$ cat config.mk
export PLATFORM = sky130hd
export DESIGN_NAME = lwr_ctrl
export DESIGN_NICKNAME = d
export VERILOG_FILES = /design/src/hw/rtl/lwr_pkg.sv /design/src/hw/rtl/lwr_ctrl.sv
export SDC_FILE = /design/constraint.sdc
export NUM_CORES = 1
export LEC_CHECK = 0
export ABC_AREA = 0
export BUFFER_PORTS_ARGS = -buffer_cell sky130_fd_sc_hd__buf_4
export CORE_UTILIZATION = 45
export CTS_BUF_LIST = sky130_fd_sc_hd__clkbuf_4 sky130_fd_sc_hd__clkbuf_8 sky130_fd_sc_hd__clkbuf_16
export DETAILED_ROUTE_END_ITERATION = 10
export PLACE_DENSITY = 0.74
export RECOVER_POWER = 50
export SLEW_MARGIN = 10
export SYNTH_ARGS = -nofsm -noshare
export SYNTH_HDL_FRONTEND = slang
export SYNTH_SLANG_ARGS = --single-unit
$ cat constraint.sdc
create_clock -name i_clk -period 5.4 [get_ports i_clk]
set_input_delay 0.27 -clock i_clk [delete_from_list [all_inputs] [get_ports i_clk]]
set_output_delay 0.27 -clock i_clk [all_outputs]
set_load 0.01 [all_outputs]
$ cat src/hw/rtl/lwr_pkg.sv
// shared constants and types for the longest window within range limit block
`timescale 1ns / 1ps
`default_nettype none
package lwr_pkg;

    localparam int MAX_WINDOW = 4096;
    localparam int SAMPLE_W   = 32;
    localparam int LIMIT_W    = 32;
    localparam int IDX_W      = $clog2(MAX_WINDOW);
    localparam int LEN_W      = $clog2(MAX_WINDOW + 1);
    localparam int IN_TDATA_W = ((SAMPLE_W + 7) / 8) * 8;
    localparam int OUT_TDATA_W = ((2 * LEN_W + 7) / 8) * 8;

    // suffix max and min held by one cell, over its sample up to the newest
    typedef struct packed {
        logic [SAMPLE_W-1:0] smax;
        logic [SAMPLE_W-1:0] smin;
    } t_agg;

    // broadcast from the controller to every cell
    typedef struct packed {
        logic                load;
        logic                shift;
        logic [IDX_W-1:0]    widx;
        logic [SAMPLE_W-1:0] key;
    } t_cell_ctl;

endpackage
`default_nettype wire

$ cat src/hw/rtl/lwr_ctrl.sv
// controller: window length, front drops, best length, config and output register
`timescale 1ns / 1ps
`default_nettype none
module lwr_ctrl (
    input  wire logic                          i_clk,
    input  wire logic                          i_rst_n,
    input  wire logic                          i_cfg_we,
    input  wire logic [lwr_pkg::LIMIT_W-1:0]   i_cfg_wdata,
    input  wire logic                          i_s_tvalid,
    input  wire logic [lwr_pkg::SAMPLE_W-1:0]  i_sample,
    input  wire logic                          i_last,
    output logic                               o_s_tready,
    input  wire logic                          i_m_tready,
    input  wire lwr_pkg::t_agg                 i_front,
    output lwr_pkg::t_cell_ctl                 o_ctl,
    output logic                               o_m_tvalid,
    output logic [lwr_pkg::LEN_W-1:0]          o_window_len,
    output logic [lwr_pkg::LEN_W-1:0]          o_best_len,
    output logic                               o_overflow,
    output logic                               o_done_res
);

    typedef enum logic {
        S_IDLE,
        S_SHRINK
    } t_state;

    t_state                        r_state;
    logic [lwr_pkg::LEN_W-1:0]     r_len;
    logic [lwr_pkg::LEN_W-1:0]     r_best;
    logic [lwr_pkg::LIMIT_W-1:0]   r_limit;
    logic                          r_last;
    logic                          r_ovf;
    logic                          r_out_valid;
    logic [lwr_pkg::LEN_W-1:0]     r_out_wlen;
    logic [lwr_pkg::LEN_W-1:0]     r_out_best;
    logic                          r_out_ovf;
    logic                          r_out_last;

    logic                          w_accept;
    logic                          w_full;
    logic [lwr_pkg::LEN_W-1:0]     w_len_m1;
    logic [lwr_pkg::SAMPLE_W:0]    w_diff;
    logic                          w_over;
    logic                          w_out_free;
    logic                          w_out_load;
    logic [lwr_pkg::LEN_W-1:0]     w_best_n;

    assign o_s_tready = (r_state == S_IDLE);
    assign w_accept   = i_s_tvalid && (r_state == S_IDLE);
    assign w_full     = (r_len == lwr_pkg::LEN_W'(lwr_pkg::MAX_WINDOW));
    assign w_len_m1   = r_len - lwr_pkg::LEN_W'(1);

    // front cell holds max and min of the whole window; difference is exact
    assign w_diff = $signed({i_front.smax[lwr_pkg::SAMPLE_W-1], i_front.smax})
                  - $signed({i_front.smin[lwr_pkg::SAMPLE_W-1], i_front.smin});
    assign w_over = (w_diff > {1'b0, r_limit});

    assign w_out_free = !r_out_valid || i_m_tready;
    assign w_out_load = (r_state == S_SHRINK) && !w_over && w_out_free;
    assign w_best_n   = (r_len > r_best) ? r_len : r_best;

    always_comb begin
        o_ctl.load  = w_accept;
        o_ctl.shift = (w_accept && w_full) || ((r_state == S_SHRINK) && w_over);
        o_ctl.key   = i_sample;
        // a full window drops its oldest item, so the new one lands in the top slot
        o_ctl.widx  = w_full ? w_len_m1[lwr_pkg::IDX_W-1:0] : r_len[lwr_pkg::IDX_W-1:0];
    end

    always_ff @(posedge i_clk) begin
        if (!i_rst_n) begin
            r_state     <= S_IDLE;
            r_len       <= '0;
            r_best      <= '0;
            r_limit     <= '0;
            r_out_valid <= 1'b0;
        end else begin
            if (i_cfg_we) begin
                r_limit <= i_cfg_wdata;
            end
            if (w_out_load) begin
                r_out_valid <= 1'b1;
            end else if (i_m_tready) begin
                r_out_valid <= 1'b0;
            end
            case (r_state)
                S_IDLE: begin
                    if (w_accept) begin
                        if (!w_full) begin
                            r_len <= r_len + lwr_pkg::LEN_W'(1);
                        end
                        r_ovf   <= w_full;
                        r_last  <= i_last;
                        r_state <= S_SHRINK;
                    end
                end
                S_SHRINK: begin
                    if (w_over) begin
                        r_len <= w_len_m1;
                    end else if (w_out_free) begin
                        r_out_wlen  <= r_len;
                        r_out_best  <= w_best_n;
                        r_out_ovf   <= r_ovf;
                        r_out_last  <= r_last;
                        if (r_last) begin
                            r_len  <= '0;
                            r_best <= '0;
                        end else begin
                            r_best <= w_best_n;
                        end
                        r_state <= S_IDLE;
                    end
                end
                default: begin
                    r_state <= S_IDLE;
                end
            endcase
        end
    end

    assign o_m_tvalid   = r_out_valid;
    assign o_window_len = r_out_wlen;
    assign o_best_len   = r_out_best;
    assign o_overflow   = r_out_ovf;
    assign o_done_res   = r_out_last;

endmodule
`default_nettype wire

==> run summary, run 1 <==
max_cap viols: 1
Yosys Warn Count: 0
initial antenna violation count: 0
layer carrying the most global-route usage: met2
I/O Buffers: 145
DPL Wire Length: 13360 um
Layout Area Growth over Synthesis: 17.67%
post-layout min period: 5.087 ns
area share of the largest cell type after synthesis: 16.60%
# nets final: 1171
fin area: 8516 sq um
drt first pass iters: 4
pin count of the biggest net entering global routing: 67
r2r worst-path depth: 8
unrepaired setup endpoints after global routing: no
register area share after synthesis: 29.05%
Post-CTS Setup Bufs: 0
Fin Hold WS: 0.1726 ns
most frequent cell after synthesis: inv_1
Clk pin slew, worst setup/hold paths: 0.07 ns
cell taking the most area after synthesis: dfxtp_1
die height: 128.8 um
GPL Wtd Cong: 0.8702
slew margin rel.: -62.09%
Initial Util: 46.91%
worst-margin pin slew: 2.431 ns
clock sink count: 90
io pins: 210
Int Pwr: 1.631 mW
async set or reset register ratio after synthesis: 0%
Distinct cells, synth: 74
worst-path maximum fanout: 5
mapped cell area: 7237 sq um
pre-CTS setup slack: -0.06763 ns
leading post-synthesis cells by cell area: dfxtp_1 17%, ha_1 14%, edfxtp_1 12%
Hold Fails Final Rpt: 0
Total Power: 2.598 mW
WS Path Type: in2out
placement row count: 45
H-tree depth: 3
Synth top cells by count: 102 x inv_1, 80 x ha_1, 60 x dfxtp_1, 57 x nand2_1, 52 x a21oi_1
Post-synth EDFFs: 30
final core occ: 55.20%
crit path launch type: primary input
Post-DP Area: 8267 sq um
status: complete, but fails checks
M1 GR Usage: 28.83%
Leak: 3.924 nW
drt drc: 0
number of global-route vias before repair: 5809
DR vias: 6291
Hold Path Stages: 1
Clock Power Share: 24.9%
Final period util: 94.21%
Worst Path Required: 5.13 ns
Core Footprint: 15430 sq um
Hold WC Path Type: in2reg
DRT iter0 DRCs: 394
Synth Area per Inst: 8.415 sq um
routing usage on met3: 4.491%
failing checks: max-capacitance violations, max-slew violations
power per cell area: 305.1 nW/um^2
sw frac: 37.23%
Peak supply drop: 0.0001972 V
CTS root buf: clkbuf_16
die area: 16590 sq um
global-route wire length before repair: 28460 um
routed wire length per instance: 15.16 um
GRT Util Overall: 21.67%
met2 GRT Util: 34.75%
Final Slew Violations: 33
Max Clk Rate: 0.1966 GHz
share of cells above drive strength 1: 18.00%
CTS tree: built
total grt overflow: 0
post-synthesis net count: 1075
number of gates resized after cts: 0
hold_buf cts: 0
antenna viol nets, final: 0
arrival time worst endpoint: 4.82 ns
CP Capture Type: output pin
drt total wl: 17770 um
P_sw: 0.9672 mW
fill count: 1466
Setup Skew: 0.009485 ns
setup violators final: 0
top_reg_cell synth: dfxtp_1
Mapped Cells: 860
Sequential Power Share: 33.1%
Gate power share: 42.1%
DR vias/cell: 5.368
final worst slack: 0.3127 ns
Die Wd: 128.8 um
Yosys reg bits: 90
total clock buffers created by CTS: 9
Skew-Pair Late Insertion Delay: 0.35 ns
Max Root-Sink Buffers: 2
# diodes: 0
[kinds of logic (layout without fill, tap and decap cells)]
family	Yosys count	in the layout	synth area share, %
AO/OA/AOI/OAI	207	207	19.21
XOR/XNOR	29	29	3.510
adder cells (fa/ha/maj)	81	81	14.11
buffers and inverters	171	272	10.77
flip-flops	90	90	29.05
multiplexers	46	46	6.380
AND/OR/NAND/NOR	236	236	16.98
[cell type report]
class | instances | area, sq um | area share (%)
Inverter | 104 | 390.4 | 4.584
Multi-Input combinational cell | 599 | 4370 | 51.32
Clock inverter | 6 | 60.06 | 0.7053
Timing Repair Buffer | 152 | 1079 | 12.67
Clock buffer | 10 | 250.2 | 2.939
Tap cell | 211 | 264.0 | 3.100
Sequential cell | 90 | 2102 | 24.68
[through the flow]
| stage | TNS, ns | instances |
|---|---|---|
| 4_1_cts | 0 | 1172 |
| 3_3_place_gp | 0 | 1156 |
| 3_5_place_dp | -0.5554 | 1156 |
| 2_1_floorplan | 0 | 860 |
| 5_1_grt | 0 | 1172 |
| 6_report | 0 | 1172 |
[per-layer routing]
layer  vias to the layer above  routed length [um]
li1                       3176                   -
met1                      2889                8223
met2                       202                8010
met3                        24                1279
met4                         0                 255
met5                         -                   0
[critical path, cell delays in order]
cell and delay [ns]:
buf_4 0.11, ha_1 0.22, fa_1 0.40, nand2b_1 0.19
a21oi_2 0.19, o21ai_0 0.16, a211o_1 0.34, a21oi_1 0.19
nor2_1 0.10, o21ai_2 0.20, nand2_1 0.07, a311o_1 0.32
ha_1 0.31, a21o_1 0.16, a21o_1 0.19, a211o_1 0.27
a211oi_2 0.26, a31oi_4 0.14, o2bb2ai_2 0.21, nand2_1 0.16
o21ai_0 0.17, buf_4 0.18
[power groups by stage]
stage / Sequential, mW / Clock (mW) / Combinational [mW]
2_1_floorplan: 0.813 / 0 / 0.852
3_3_place_gp: 0.870 / 0 / 1.07
3_5_place_dp: 0.871 / 0 / 1.08
4_1_cts: 0.856 / 0.659 / 1.09
5_1_grt: 0.866 / 0.691 / 1.21
6_report: 0.859 / 0.646 / 1.09
[worst paths after layout]
path / from / endpoint / slack (ns)
setup / recovery: i_front[0] / o_ctl[44] / 0.31
setup reg to reg: r_len[6]$_SDFFE_PN0P_ / o_best_len[1]$_DFFE_PP_ / 2.29
hold / removal: i_last / r_last$_DFFE_PP_ / 0.17
hold reg to reg: r_ovf$_DFFE_PP_ / o_overflow$_DFFE_PP_ / 0.43
[state kept, by name (all words and copies together), names as in the netlist]
register and flops:
r_best 13, r_limit 32, o_m_tvalid 1, o_window_len 13, r_last 1, r_len 13, r_ovf 1, r_state 1
o_overflow 1, o_done_res 1, o_best_len 13
[cell usage in the layout (no fill, tap or decap), types with 3 or more instances in the layout]
cell / count
a31oi_1: 5
nand3b_1: 3
ha_1: 80
or2_2: 5
o211ai_1: 6
clkbuf_1: 20
nor2_1: 42
clkbuf_16: 10
a21oi_1: 51
edfxtp_1: 30
mux2i_1: 45
a211oi_1: 6
and3_1: 10
nand2b_1: 13
dfxtp_1: 60
nor2b_1: 39
xnor2_1: 22
and2_1: 5
nand2_1: 57
o31ai_1: 4
o21a_1: 21
nand4_1: 11
nand3_1: 17
buf_4: 131
o311a_1: 3
a21o_1: 22
xor2_1: 7
o22ai_1: 18
a211o_1: 4
o21ai_0: 33
a21boi_0: 3
inv_1: 102
inv_6: 4
nor3_1: 15
Note: power is estimated with default switching activity, not from simulation.
==> inputs of run 2 (changes only) <==
--- a/config.mk
+++ b/config.mk
@@ -7,6 +7,7 @@
 export LEC_CHECK = 0
 export ABC_AREA = 0
 export BUFFER_PORTS_ARGS = -buffer_cell sky130_fd_sc_hd__buf_4
+export CORE_ASPECT_RATIO = 1.75
 export CORE_UTILIZATION = 45
 export CTS_BUF_LIST = sky130_fd_sc_hd__clkbuf_4 sky130_fd_sc_hd__clkbuf_8 sky130_fd_sc_hd__clkbuf_16
 export DETAILED_ROUTE_END_ITERATION = 10
==> run 2 against run 1 <==
  * The flow finishes with violations (design-rule violations, max-capacitance violations, max-slew violations)
  * Sequential cell count unchanged
  * Total power up 1.6%
  * Clock power up 3.6%
  * Utilization down 1.4 points
  * Final cell count down 1.7%
  * Routed wire length up 6.9%
  * Via count up 2.5%
  * Critical endpoint unchanged
  * Largest power group unchanged
==> run summary, run 2 (synthesis gave the netlist of run 1 again) <==
I/O Buffers: 145 (unchanged)
hold_buf cts: 0 (unchanged)
Final Slew Violations: 33 (unchanged)
commonest non-fill, non-tap cell in the layout: buf_4
Final Instance Count excl. Fillers: 1152 (-1.7%)
Max Root-Sink Buffers: 2 (unchanged)
r2r startpoint: r_len[2]$_SDFFE_PN0P_
slowest stage delay, CP: 0.57 ns (+0.17 ns)
Initial Util: 45.81% (-1.1 points)
DPL Wire Length: 14630 um (+9.5%)
Core Footprint: 15800 sq um (+2.4%)
failing checks: design-rule violations, max-capacitance violations, max-slew violations
share of cells above drive strength 1: 18.07% (+0.066 points)
setup violators final: 0 (unchanged)
CTS tree: built
pin count of the biggest net entering global routing: 67 (unchanged)
unrepaired setup endpoints after global routing: no
Post-Route Setup TNS: 0 ns (unchanged)
GPL Wtd Cong: 0.8813 (+1.3%)
met2 GRT Util: 44.12% (+9.4 points)
fill count: 1517 (+3.5%)
number of global-route vias before repair: 6450 (+11%)
routing usage on met3: 3.501% (-0.99 points)
# nets final: 1173 (+0.17%)
DRT iter0 DRCs: 247 (-37%)
max_cap viols: 1 (unchanged)
drt first pass iters: 7 (+3)
total clock buffers created by CTS: 9 (unchanged)
Final period util: 95.38% (+1.2 points)
Worst Path Required: 5.13 ns (about the same)
antenna viol nets, final: 0 (unchanged)
WP buf/inv: 4 (+2)
cells along the critical path: buf_4 -> inv_1 -> ha_1 -> a21o_1 -> a21oi_1 -> o21bai_1 -> o21ai_0 -> nand4_1 -> a2111oi_0 -> nor2_1 -> xnor2_1 -> ha_1 -> nand4_2 -> or4_1 -> nor2_2 -> a211oi_2 -> a31oi_4 -> o2bb2ai_2 -> buf_4 -> nand2_1 -> o21ai_0 -> buf_4
drt drc: 16 (+16)
Skew-Pair Late Insertion Delay: 0.36 ns (about the same)
Setup Skew: 0.01806 ns (+0.008571 ns)
GRT Util Overall: 23.09% (+1.4 points)
slew margin rel.: -60.65% (+1.4 points)
max reg flops: 32 (unchanged)
Clk pin slew, worst setup/hold paths: 0.06 ns (about the same)
layer carrying the most global-route usage: met2
power per cell area: 310.3 nW/um^2 (+1.7%)
CP delay by family, top: compound AO/OA/AOI/OAI gates
CP max stage cell: a2111oi_0
routed wire length per instance: 16.49 um (+8.8%)
number of gates resized after cts: 0 (unchanged)
crit path launch type: primary input
DR vias/cell: 5.600 (+4.3%)
Post-CTS Setup Bufs: 0 (unchanged)
status: complete, but fails checks
register area: 2102 sq um (unchanged)
initial antenna violation count: 0 (unchanged)
CTS root buf: clkbuf_16
placement row count: 61 (+36%)
most frequent cells in the layout: 131 x buf_4, 102 x inv_1, 80 x ha_1
DR vias: 6451 (+2.5%)
io pins: 210 (unchanged)
Leak: 3.934 nW (+0.28%)
hold_sp: i_last
H-tree depth: 3 (unchanged)
Reg with most FFs: r_limit
Peak supply drop: 0.0001821 V (-7.7%)
Hold WC Path Type: in2reg
clock sink count: 90 (unchanged)
drt total wl: 19000 um (+6.9%)
worst-path maximum fanout: 6 (+1)
global-route wire length before repair: 30040 um (+5.6%)
post-layout min period: 5.151 ns (+0.06324 ns)
# diodes: 0 (unchanged)
WS Path Type: in2out
arrival time worst endpoint: 4.88 ns (+0.06 ns)
most frequent cell on the critical path: buf_4
CP Capture Type: output pin
worst-margin pin slew: 2.410 ns (-0.02170 ns)
Die Wd: 97.87 um (-24%)
total grt overflow: 0 (unchanged)
Hold Fails Final Rpt: 0 (unchanged)
Layout Area Growth over Synthesis: 17.53%
die area: 16610 sq um (+0.12%)
M1 GR Usage: 22.78% (-6.1 points)
die height: 169.8 um (+32%)
Max Clk Rate: 0.1942 GHz (-1.2%)
Inst Count DP: 1136 (-1.7%)
area of the multi-input gates: 4364 sq um (-0.14%)
Crit. Startpoint: i_front[16]
[run 2: changes by cell type in the layout (fill, tap and decap cells not counted), sizes merged]
cell / change
inv: +1
clkinv: -1
bufinv: +1
buf: +1
[run 2: final timing paths]
path                             end  slack, ns  cells past startpoint
max                        o_ctl[44]       0.25                     22
min                 r_last$_DFFE_PP_       0.12                      1
max reg2reg  o_best_len[5]$_DFFE_PP_       2.08                     10
min reg2reg     o_overflow$_DFFE_PP_       0.43                      0
[run 2: metal layers]
metal	up-vias	share of wire [%]
li1	3174	-
met1	3034	36
met2	186	55
met3	57	4.6
met4	0	4.8
met5	-	0
[run 2: power by group]
part	internal, mW	total (mW)	switching (mW)	leakage [nW]
Sequential	0.763	0.854	0.0912	0.771
Combinational	0.521	1.12	0.595	3.01
Clock	0.368	0.669	0.301	0.153
[run 2: final cells by class]
class	count	area share, %
clock buffer	9	2.648
inverter	104	4.590
sequential	90	24.71
clock inverter	7	0.9562
timing repair buffer	154	13.00
tap	189	2.780
multi-input combinational	599	51.31
[run 2: metrics by stage]
| stage | total power, mW | setup WS, ns | util, % | hold WS, ns | cell area [sq um] |
|---|---|---|---|---|---|
| after CTS | 2.654 | 0.1233 | 54.26 | 0.08632 | 8573 |
| after global routing | 2.803 | 0.02044 | 53.84 | 0.1139 | 8506 |
| after global placement | 1.955 | 0.2013 | 52.32 | 0.4013 | 8267 |
| after floorplan | 1.665 | 0.2793 | - | 0.3689 | 7238 |
| final | 2.639 | 0.2494 | 53.84 | 0.1217 | 8506 |
| after detailed placement | 1.973 | 0.03806 | 52.32 | 0.4204 | 8267 |
==> inputs of run 3 (changes only) <==
--- a/config.mk
+++ b/config.mk
@@ -5,7 +5,7 @@
 export SDC_FILE = /design/constraint.sdc
 export NUM_CORES = 1
 export LEC_CHECK = 0
-export ABC_AREA = 0
+export ABC_AREA = 1
 export BUFFER_PORTS_ARGS = -buffer_cell sky130_fd_sc_hd__buf_4
 export CORE_ASPECT_RATIO = 1.75
 export CORE_UTILIZATION = 45
==> run 3 against run 2 <==
  * The flow finishes with violations (max-capacitance violations, max-slew violations)
  * Via count rose by 1.6%
  * Synthesized area is 2.3% lower
  * Register-to-register slack better by 0.44 ns
  * Worst setup slack gained 0.43 ns
  * Count of clock-buffer cells in the layout is 1 higher
  * Hold slack better by 0.0039 ns
  * Synthesized cell count rose by 14%
  * Fmax rose by 9.0%
  * Sequential share of layout area grew 0.60 points
  * Die area decreased by 2.3%
  * Critical path type unchanged
  * Largest cell class unchanged
  * Largest power group unchanged
==> run summary, run 3 <==
Post-DP Area: 8056 sq um (-2.5%)
Worst Path Required: 5.13 ns (about the same)
worst-margin pin slew: 2.121 ns (-0.2890 ns)
status: complete, but fails checks
Final Instance Count excl. Fillers: 1277 (+11%)
post-synthesis net count: 1198 (+11%)
Inst Count DP: 1261 (+11%)
Max Root-Sink Buffers: 2 (unchanged)
most frequent cells in the layout: 182 x nand2_1, 158 x inv_1, 128 x buf_4
CTS root buf: clkbuf_16
Die Wd: 96.76 um (-1.1%)
final worst slack: 0.6750 ns (+0.4255 ns)
slowest stage delay, CP: 0.34 ns (-0.23 ns)
async set or reset register ratio after synthesis: 0% (unchanged)
Post-synth EDFFs: 30 (unchanged)
Synth Area in Simple Gates: 21.01% (+4.0 points)
Core Footprint: 15390 sq um (-2.6%)
GPL Wtd Cong: 0.9364 (+6.3%)
drt drc: 0 (-16)
H-tree depth: 3 (unchanged)
Fin Hold WS: 0.1256 ns (+0.003860 ns)
slew margin rel.: -41.38% (+19 points)
most frequent cell after synthesis: nand2_1
Initial Util: 45.94% (+0.14 points)
top sig layer: met4
Final Slew Violations: 50 (+52%)
max_cap viols: 1 (unchanged)
pin count of the biggest net entering global routing: 63 (-6.0%)
power per cell area: 297.2 nW/um^2 (-4.2%)
max reg flops: 32 (unchanged)
clock sink count: 90 (unchanged)
Synth top cells by count: 182 x nand2_1, 158 x inv_1, 95 x nor2_1, 88 x a21oi_1, 80 x ha_1
Final period util: 87.50% (-7.9 points)
worst-path maximum fanout: 13 (+7)
Peak supply drop: 0.0001660 V (-8.8%)
DPL Wire Length: 14070 um (-3.8%)
crit path launch type: primary input
Skew-Pair Late Insertion Delay: 0.35 ns (about the same)
Mapped Cells: 983 (+14%)
post-layout min period: 4.725 ns (-0.4255 ns)
XOR/XNOR share of the synthesized area: 5.326% (+1.8 points)
arrival time worst endpoint: 4.46 ns (-0.42 ns)
Setup Skew: 0.008755 ns (-0.009301 ns)
DRT iter0 DRCs: 172 (-30%)
top_reg_cell synth: dfxtp_1
unrepaired setup endpoints after global routing: no
Post-CTS Setup Bufs: 0 (unchanged)
Reg with most FFs: r_limit
fin area: 8304 sq um (-2.4%)
DR vias: 6552 (+1.6%)
Total Power: 2.468 mW (-6.5%)
routed wire length per instance: 13.59 um (-18%)
antenna viol nets, final: 0 (unchanged)
setup violators final: 0 (unchanged)
Hold Fails Final Rpt: 0 (unchanged)
drt first pass iters: 6 (-1)
hold_buf cts: 0 (unchanged)
initial antenna violation count: 0 (unchanged)
die area: 16240 sq um (-2.3%)
Leak: 4.107 nW (+4.4%)
RR Endpoint: r_best[2]$_SDFFE_PN0P_
WL met1: 6114 um (-11%)
DR vias/cell: 5.131 (-8.4%)
placement row count: 60 (-1.6%)
Post-Route Setup TNS: 0 ns (unchanged)
I/O Buffers: 145 (unchanged)
Synth Area per Inst: 7.193 sq um (-15%)
mapped cell area: 7071 sq um (-2.3%)
r2r startpoint: r_limit[8]$_SDFFE_PN0P_
Yosys reg bits: 90 (unchanged)
commonest non-fill, non-tap cell in the layout: nand2_1
failing checks: max-capacitance violations, max-slew violations
Max Clk Rate: 0.2116 GHz (+9.0%)
Crit. Startpoint: i_front[2]
mux contribution to synthesized area: 0% (-6.4 points)
total grt overflow: 0 (unchanged)
GRT Util Overall: 21.42% (-1.7 points)
global-route wire length before repair: 28050 um (-6.6%)
number of gates resized after cts: 0 (unchanged)
share of cells above drive strength 1: 15.12% (-2.9 points)
CP Capture Type: output pin
total clock buffers created by CTS: 9 (unchanged)
Layout Area Growth over Synthesis: 17.45% (about the same)
most frequent cell on the critical path: nand2_1
met2 routed WL: 9799 um (-5.4%)
r2r worst-path depth: 20 (+10)
CP max stage cell: ha_1
io pins: 210 (unchanged)
Critical Path End: o_ctl[44]
leading post-synthesis cells by cell area: dfxtp_1 17%, ha_1 14%, edfxtp_1 13%
# nets final: 1301 (+11%)
die height: 167.8 um (-1.1%)
CTS tree: built
final core occ: 53.96% (+0.12 points)
area share of the largest cell type after synthesis: 16.99% (+0.39 points)
Yosys Warn Count: 0 (unchanged)
adder-cell share of the synthesized area: 14.44% (+0.33 points)
# diodes: 0 (unchanged)
DR WL met3: 588 um (-33%)
pre-CTS setup slack: 0.6991 ns (+0.6611 ns)
Clk pin slew, worst setup/hold paths: 0.07 ns (about the same)
drt total wl: 17350 um (-8.7%)
largest family of logic cells by synthesized area: simple AND/OR/NAND/NOR gates
Hold WC Path Type: in2reg
register-to-register setup slack: 2.52 ns (+0.44 ns)
Distinct cells, synth: 45 (-39%)
Synth Area in Compound Gates: 15.78% (-3.4 points)
cell taking the most area after synthesis: dfxtp_1
register area share after synthesis: 29.73% (+0.68 points)
WS Path Type: in2out
number of global-route vias before repair: 6248 (-3.1%)
run 3: changes by cell type in the layout (fill, tap and decap cells not counted), moves of 39 or more:
| cell | before | now |
|---|---|---|
| o21ai_0 | 33 | 75 |
| inv_1 | 102 | 158 |
| mux2i_1 | 45 | 0 |
| nor2b_1 | 39 | 0 |
| nand2_1 | 57 | 182 |
| nor2_1 | 42 | 95 |
run 3: layout make-up:
| type | count | area [sq um] |
|---|---|---|
| clock buffer | 10 | 232.7 |
| clock inverter | 6 | 90.09 |
| fill | 1516 | 7086 |
| inverter | 159 | 596.8 |
| multi-input combinational | 677 | 4006 |
| sequential | 90 | 2102 |
| tap | 186 | 232.7 |
| timing repair buffer | 149 | 1044 |
run 3: power breakdown:
part	internal, mW	switching (mW)	leakage [nW]
Combinational	0.381	0.576	3.18
Clock	0.414	0.277	0.157
Sequential	0.771	0.0496	0.771
run 3: kinds of logic after synthesis:
logic type / after synthesis
simple gates: 348
buf+inv: 216
compound gates: 205
flops: 90
fa+ha+maj: 81
xor+xnor: 43
run 3: critical path: cells and delay by family:
family / cells / cell delay, ns
AND/OR/NAND/NOR: 16 / 1.62
AO/OA/AOI/OAI: 9 / 1.60
adder cells (fa/ha/maj): 2 / 0.64
buffers and inverters: 4 / 0.31
run 3: worst min-delay path by stage:
stage,from,end,slack (ns),cells past startpoint
after CTS,i_last,r_last$_DFFE_PP_,0.1,1
after detailed placement,r_ovf$_DFFE_PP_,o_overflow$_DFFE_PP_,0.42,0
after floorplan,i_last,r_last$_DFFE_PP_,0.37,0
final,i_last,r_last$_DFFE_PP_,0.13,1
after global placement,r_ovf$_DFFE_PP_,o_overflow$_DFFE_PP_,0.41,0
after global routing,i_last,r_last$_DFFE_PP_,0.12,1
run 3: per-layer routing:
metal  vias up  track usage (%)
met5         -                0
met4         0            12.98
met3        49            2.740
met2       192            42.90
met1      2934            20.06
li1       3377                -
